<file path="src/rtl/core/bara_pkg.sv">
// Shared constants and types for the bit array range operation block.
package bara_pkg;

  localparam int STORE_BITS_DEF = 1024;
  localparam int POS_W          = 10;
  localparam int ANS_W          = 11;
  localparam int MODE_W         = 3;
  localparam int WORD_W         = 32;
  localparam int BYTE_W         = 8;

  localparam logic [MODE_W-1:0] MODE_CLEAR = 3'd0;
  localparam logic [MODE_W-1:0] MODE_SET   = 3'd1;
  localparam logic [MODE_W-1:0] MODE_FLIP  = 3'd2;
  localparam logic [MODE_W-1:0] MODE_COUNT = 3'd3;
  localparam logic [MODE_W-1:0] MODE_RUN   = 3'd4;

  typedef struct packed {
    logic             run_mode;
    logic [ANS_W-1:0] run;
    logic [ANS_W-1:0] acc;
  } scan_t;

endpackage

</file>
<file path="src/rtl/core/bara_byte_unit.sv">
// Shared scan unit: folds one byte of masked store data into the count or run state.
module bara_byte_unit import bara_pkg::*; (
  input  logic [BYTE_W-1:0] bits_in,
  input  scan_t             scan_in,
  output scan_t             scan_out
);

  logic [ANS_W-1:0] run;
  logic [ANS_W-1:0] acc;

  always_comb begin
    run = scan_in.run;
    acc = scan_in.acc;
    for (int i = 0; i < BYTE_W; i++) begin
      if (scan_in.run_mode) begin
        run = bits_in[i] ? run + ANS_W'(1) : '0;
        if (run > acc) begin
          acc = run;
        end
      end else begin
        acc = acc + ANS_W'(bits_in[i]);
      end
    end
    scan_out.run_mode = scan_in.run_mode;
    scan_out.run      = run;
    scan_out.acc      = acc;
  end

endmodule

</file>
<file path="src/rtl/core/bit_array_range_ops.sv">
// Top level: bit array with range clear/set/invert, ones count and longest ones run.
// The bit array lives in a 32-bit wide memory; writes handle one word per cycle.
// A write mode (clear, set, invert) first reads the range's first word, then does a
// read-modify-write of each word in turn with the next word's read overlapped, and
// then the block is ready again. A query (count, longest run) reads each word in
// turn and the shared scan unit folds one byte of the word per cycle into the count
// or run state; then the result register is loaded. An empty write or an unused
// mode leaves the block ready at once; an empty query goes straight to the result
// load. The result load waits while an earlier answer is still held on the output.
// The store starts cleared: per-word valid bits reset with the block, so no
// clearing pass runs.
module bit_array_range_ops import bara_pkg::*; #(
  parameter int STORE_BITS = STORE_BITS_DEF
) (
  input  logic              clk,
  input  logic              rst,
  input  logic              in_valid,
  output logic              in_ready,
  input  logic [MODE_W-1:0] mode,
  input  logic [POS_W-1:0]  lo,
  input  logic [POS_W-1:0]  hi,
  output logic              out_valid,
  input  logic              out_ready,
  output logic [ANS_W-1:0]  answer
);

  localparam int STORE_WORDS = (STORE_BITS + WORD_W - 1) / WORD_W;
  localparam int POS_WORDS   = (1 << POS_W) / WORD_W;
  localparam int MEM_WORDS   = (STORE_WORDS < POS_WORDS) ? STORE_WORDS : POS_WORDS;
  localparam int AW          = (MEM_WORDS > 1) ? $clog2(MEM_WORDS) : 1;
  localparam int MAX_POS     = (1 << POS_W) - 1;
  localparam int LAST_POS    = (STORE_BITS - 1 < MAX_POS) ? STORE_BITS - 1 : MAX_POS;
  localparam logic [POS_W-1:0] LAST = POS_W'(LAST_POS);

  typedef enum logic [1:0] {S_IDLE, S_READ, S_PROC, S_OUT} state_t;

  state_t          state;
  logic [MODE_W-1:0] op;
  logic [4:0]      lo_b;
  logic [4:0]      hi_b;
  logic [AW-1:0]   wlo;
  logic [AW-1:0]   whi;
  logic [AW-1:0]   cur;
  logic [1:0]      bi;
  scan_t           scan;
  scan_t           scan_next;

  logic [WORD_W-1:0] mem [MEM_WORDS];
  logic [MEM_WORDS-1:0] vld;
  logic [WORD_W-1:0] q;
  logic              q_vld;

  logic [POS_W-1:0]  hi_c;
  logic              empty;
  logic              is_write;
  logic              first;
  logic              last;
  logic [WORD_W-1:0] mask;
  logic [WORD_W-1:0] data;
  logic [WORD_W-1:0] masked;
  logic [WORD_W-1:0] wdata;
  logic              rd_en;
  logic              wr_en;
  logic [AW-1:0]     rd_addr;

  assign in_ready = (state == S_IDLE);
  assign hi_c     = (hi > LAST) ? LAST : hi;
  assign empty    = (lo > hi_c);
  assign is_write = (op == MODE_CLEAR) || (op == MODE_SET) || (op == MODE_FLIP);
  assign first    = (cur == wlo);
  assign last     = (cur == whi);

  always_comb begin
    mask = '1;
    if (first) begin
      mask = mask & (32'hFFFF_FFFF << lo_b);
    end
    if (last) begin
      mask = mask & (32'hFFFF_FFFF >> (5'd31 - hi_b));
    end
    data   = q_vld ? q : '0;
    masked = data & mask;
    case (op)
      MODE_CLEAR: wdata = data & ~mask;
      MODE_SET:   wdata = data | mask;
      default:    wdata = data ^ mask;
    endcase
  end

  always_comb begin
    rd_en   = 1'b0;
    rd_addr = cur;
    wr_en   = 1'b0;
    if (state == S_READ) begin
      rd_en = 1'b1;
    end else if (state == S_PROC) begin
      wr_en   = is_write;
      rd_addr = cur + AW'(1);
      rd_en   = !last && (is_write || bi == 2'd3);
    end
  end

  bara_byte_unit u_scan (
    .bits_in  (masked[{bi, 3'b000} +: BYTE_W]),
    .scan_in  (scan),
    .scan_out (scan_next)
  );

  always_ff @(posedge clk) begin
    if (wr_en) begin
      mem[cur] <= wdata;
    end
    if (rd_en) begin
      q <= mem[rd_addr];
    end
  end

  always_ff @(posedge clk) begin
    if (rst) begin
      vld   <= '0;
      q_vld <= 1'b0;
    end else begin
      if (wr_en) begin
        vld[cur] <= 1'b1;
      end
      if (rd_en) begin
        q_vld <= vld[rd_addr];
      end
    end
  end

  always_ff @(posedge clk) begin
    if (rst) begin
      state     <= S_IDLE;
      out_valid <= 1'b0;
    end else begin
      if (out_valid && out_ready && state != S_OUT) begin
        out_valid <= 1'b0;
      end
      case (state)
        S_IDLE: begin
          if (in_valid) begin
            op            <= mode;
            lo_b          <= lo[4:0];
            hi_b          <= hi_c[4:0];
            wlo           <= AW'(lo[POS_W-1:5]);
            whi           <= AW'(hi_c[POS_W-1:5]);
            cur           <= AW'(lo[POS_W-1:5]);
            bi            <= '0;
            scan.run_mode <= (mode == MODE_RUN);
            scan.run      <= '0;
            scan.acc      <= '0;
            if (mode == MODE_CLEAR || mode == MODE_SET || mode == MODE_FLIP) begin
              if (!empty) begin
                state <= S_READ;
              end
            end else if (mode == MODE_COUNT || mode == MODE_RUN) begin
              state <= empty ? S_OUT : S_READ;
            end
          end
        end
        S_READ: begin
          state <= S_PROC;
        end
        S_PROC: begin
          if (is_write) begin
            if (last) begin
              state <= S_IDLE;
            end else begin
              cur <= cur + AW'(1);
            end
          end else begin
            scan <= scan_next;
            bi   <= bi + 2'd1;
            if (bi == 2'd3) begin
              if (last) begin
                state <= S_OUT;
              end else begin
                cur <= cur + AW'(1);
              end
            end
          end
        end
        S_OUT: begin
          if (!out_valid || out_ready) begin
            out_valid <= 1'b1;
            answer    <= scan.acc;
            state     <= S_IDLE;
          end
        end
        default: state <= S_IDLE;
      endcase
    end
  end

endmodule

</file>
<file path="config.mk">
export PLATFORM = sky130hd
export DESIGN_NAME = bit_array_range_ops
export DESIGN_NICKNAME = d
export VERILOG_FILES = /design/src/rtl/core/bara_pkg.sv /design/src/rtl/core/bara_byte_unit.sv /design/src/rtl/core/bit_array_range_ops.sv
export SDC_FILE = /design/constraint.sdc
export NUM_CORES = 2
export LEC_CHECK = 0
export ABC_AREA = 1
export BUFFER_PORTS_ARGS = -buffer_cell sky130_fd_sc_hd__buf_2
export CAP_MARGIN = 20
export CORE_UTILIZATION = 45
export DETAILED_ROUTE_END_ITERATION = 8
export PLACE_DENSITY = 0.59
export SLEW_MARGIN = 0
export SYNTH_ARGS = -nofsm -noshare
export SYNTH_HDL_FRONTEND = slang
export SYNTH_SLANG_ARGS = --single-unit
</file>
<file path="constraint.sdc">
create_clock -name clk -period 37.4 [get_ports clk]
set_input_delay 3.74 -clock clk [delete_from_list [all_inputs] [get_ports clk]]
set_output_delay 3.74 -clock clk [all_outputs]
set_load 0.005 [all_outputs]
</file>
==> impl_metrics.yaml <==
layout:
  utilization_pct: 49.88
  instances_no_fill: 7203
  fin_nets: 5699
  area_delta_synth_final_pct: 9.903
  drive_gt1_share_pct: 10.95
  diodes: 0
  final_area_sq_um: 63610
synthesis:
  synth_top_area_cell: "edfxtp_1"
  synth_edf_count: 1120
  synthTopCellsByArea: "edfxtp_1 58%, nand2_1 5.4%, nor2_1 5.0%, ha_1 4.8%, o221ai_1 3.5%"
  synth_top_area_share_pct: 58.11
  syn_inst: 5505
  syn_area_sq_um: 57880
  yosysSeqAreaShare_pct: 59.36
  ys_async_sr_fraction_pct: 0
  synth_nets: 5755
  synth_cell_types: 58
  syn_area_per_cell_sq_um: 10.51
  ys_ff_latch: 1156
  ys.flop_type: "edfxtp_1"
  synth_warnings: 0
job:
  drv_cap: 0
clock_network:
  post-cts-setup-buffers: 0
  cts-root-buf: "clkbuf_16"
  cts_hold_buffers: 0
  htree_levels: 3
  clk_latency_ns: 0.77
  post_cts_resize_count: 0
  cts.sinks: 1156
  clk_pin_slew_ns: 0.06
  cts_made_buffers: 117
  clk_path_buf_depth: 3
  cts_tree: "built"
drt:
  dr.pass1.iters: 6
  drc: 0
  vias: 42180
  drtIter0Drc: 4239
  finalWirelength_mm: 172.1
  wire_per_inst_um: 23.90
  ant_nets: 0
  via_per_inst: 5.856
global_routing:
  gr-total-overflow: 0
  antenna_found_initial: 1
  grt_usage_pct: 26.09
  grt_start_max_net_pins: 209
  first_global_vias: 39440
  grt_first_pass_wirelength_mm: 254.9
hold_path:
  min_delay_path_depth: 2
  hold_class: "register to register"
  hold_end: "vld[10]"
  hold_path_startpoint: "vld[10]"
power:
  power_density_nw_per_um2: 77.78
  clockPowerShare_pct: 22.4
  intPower_w: 0.002857
  p_leak_nw: 23.29
  seqPwrFrac_pct: 33.0
  netSwitchingFraction_pct: 42.26
  worst_ir_drop_vdd_uv: 70.23
  p_switching_w: 0.002091
  combPwrFrac_pct: 44.6
worst_setup_path:
  path_class: "register to register"
  cp.buffers_inverters: 21
  crit_fanout: 16
  reg2reg_slack_ns: 18.71
  r2r_end: "scan[0]"
  critical_path.top_delay_family: "simple AND/OR/NAND/NOR gates"
  r2r_start: "cur[0]"
  crit_required_ns: 37.85
  critPathLaunchType: "register"
  endpoint_kind: "register"
  slowest_stage: "edfxtp_1"
  crit_arrival_ns: 19.14
  reg2reg_depth: 113
  cp_common_cell: "nand2_1"
  cpPeakStageDelay_ns: 0.48
timing:
  finalMaxSlewViolations: 0
  timing.setup.tns_ns: 0
  setup_viol: 0
  max_freq_mhz: 53.50
  period_minus_slack_ns: 18.69
  hold_ws_ns: 0.4624
  maxSlewHeadroom_pct: 29.66
  hold_viol: 0
  period_share_pct: 49.97
  clock_skew_ns: 0.05269
  tightest_slew_ns: 1.055
  rsz0062_at_grt: "no"
outcome:
  status: "finished clean"
floorplanning:
  die_h_um: 360.6
  rows: 131
  start_util_pct: 45.39
  io_pins: 40
  die_width_um: 360.6
  coreArea_sq_um: 127500
  dieArea_sq_um: 130100
placed_design:
  placed_cell_area_sq_um: 60020
  routabilityCongestion: 0.9491
  dp_hpwl_mm: 97.53
  placedCellCount: 6992
  numPortBuffers: 39
==> cells in the final DEF (no fill, tap or decap), types with 38 or more instances in the layout <==
cell type and n:
nand2_1 833, nor2_4 40, nand3_1 250, edfxtp_1 1120, nand2_2 73, a21oi_1 164
inv_2 61, o21ai_1 38, nand3_2 50, clkbuf_1 39, clkbuf_16 117, nor2_1 737
o21ai_0 345, o221ai_1 231, ha_1 223, buf_4 95, buf_2 39, o211ai_1 65
inv_1 358, o21bai_1 232
==> worst max-delay path by stage <==
| stage | startpoint | end | slack (ns) | cells after the start |
|---|---|---|---|---|
| after floorplan | cur[0] | scan[1] | 21.76 | 116 |
| after global placement | cur[0] | scan[5] | 19.21 | 113 |
| after detailed placement | cur[0] | scan[0] | 18.83 | 113 |
| after CTS | cur[0] | scan[0] | 18.74 | 113 |
| after global routing | cur[0] | scan[0] | 16.42 | 113 |
| final | cur[0] | scan[0] | 18.71 | 113 |
==> worst min-delay path: cells and delay by family (launching register included) <==
family / cells / cell delay [ns]
simple gates: 2 / 0.12
flops: 1 / 0.32
==> power by group through the flow <==
stage	Sequential, W	Clock (W)	Combinational, W
6_report	0.00163	0.00111	0.00221
4_1_cts	0.00163	0.00113	0.00220
5_1_grt	0.00163	0.00117	0.00244
3_3_place_gp	0.00166	0	0.00218
3_5_place_dp	0.00166	0	0.00219
2_1_floorplan	0.00165	0	0.00154
==> final cells by class <==
type	count	area, sq um
inverter	437	1659
tap	1662	2079
clock buffer	162	3157
multi-input combinational	3595	20860
fill	11520	63910
clock inverter	49	435.4
timing repair buffer	142	1064
sequential	1156	34350
==> logic make-up (layout without fill, tap and decap cells) <==
logic type      Yosys count  after routing  synth area share (%)
simple gates           2109           2109                 15.87
xor+xnor                 14             14                0.2118
compound gates         1249           1249                 14.58
flops                  1156           1156                 59.36
fa+ha+maj               223            223                 4.821
buf+inv                 754            790                 5.158
==> registers in the layout, indices dropped and copies added (netlist names), 11 cells and up <==
register  cells
answer       11
mem        1024
q            32
scan         23
vld          32
==> metrics by stage <==
step / power [W] / worst slack (ns)
after floorplan: 0.003186 / 21.76
after global placement: 0.003833 / 19.21
after detailed placement: 0.003849 / 18.83
after CTS: 0.004958 / 18.74
after global routing: 0.005244 / 16.42
final: 0.004948 / 18.71
==> metal layers <==
layer / up-vias / global-route usage (%) / part of all wire, % / wire, um
met5: - / 0 / 0 / 0
met4: 0 / 8.377 / 2.9 / 5060
met3: 219 / 3.328 / 6.9 / 11900
met2: 1478 / 40.52 / 45 / 77710
met1: 20900 / 37.91 / 45 / 77460
li1: 19590 / - / - / -
==> cell usage after synthesis (all sizes together) (33+ instances only) <==
| library cell | n |
|---|---|
| o211ai | 67 |
| nor2 | 806 |
| buf | 61 |
| o21ai | 398 |
| inv | 424 |
| nand2 | 917 |
| a32oi | 33 |
| o221ai | 231 |
| o21bai | 232 |
| a21oi | 177 |
| ha | 223 |
| clkbuf | 256 |
| edfxtp | 1120 |
| a31oi | 35 |
| dfxtp | 36 |
| nand4 | 36 |
| nand3 | 304 |
(Power assumes the default switching activity.)
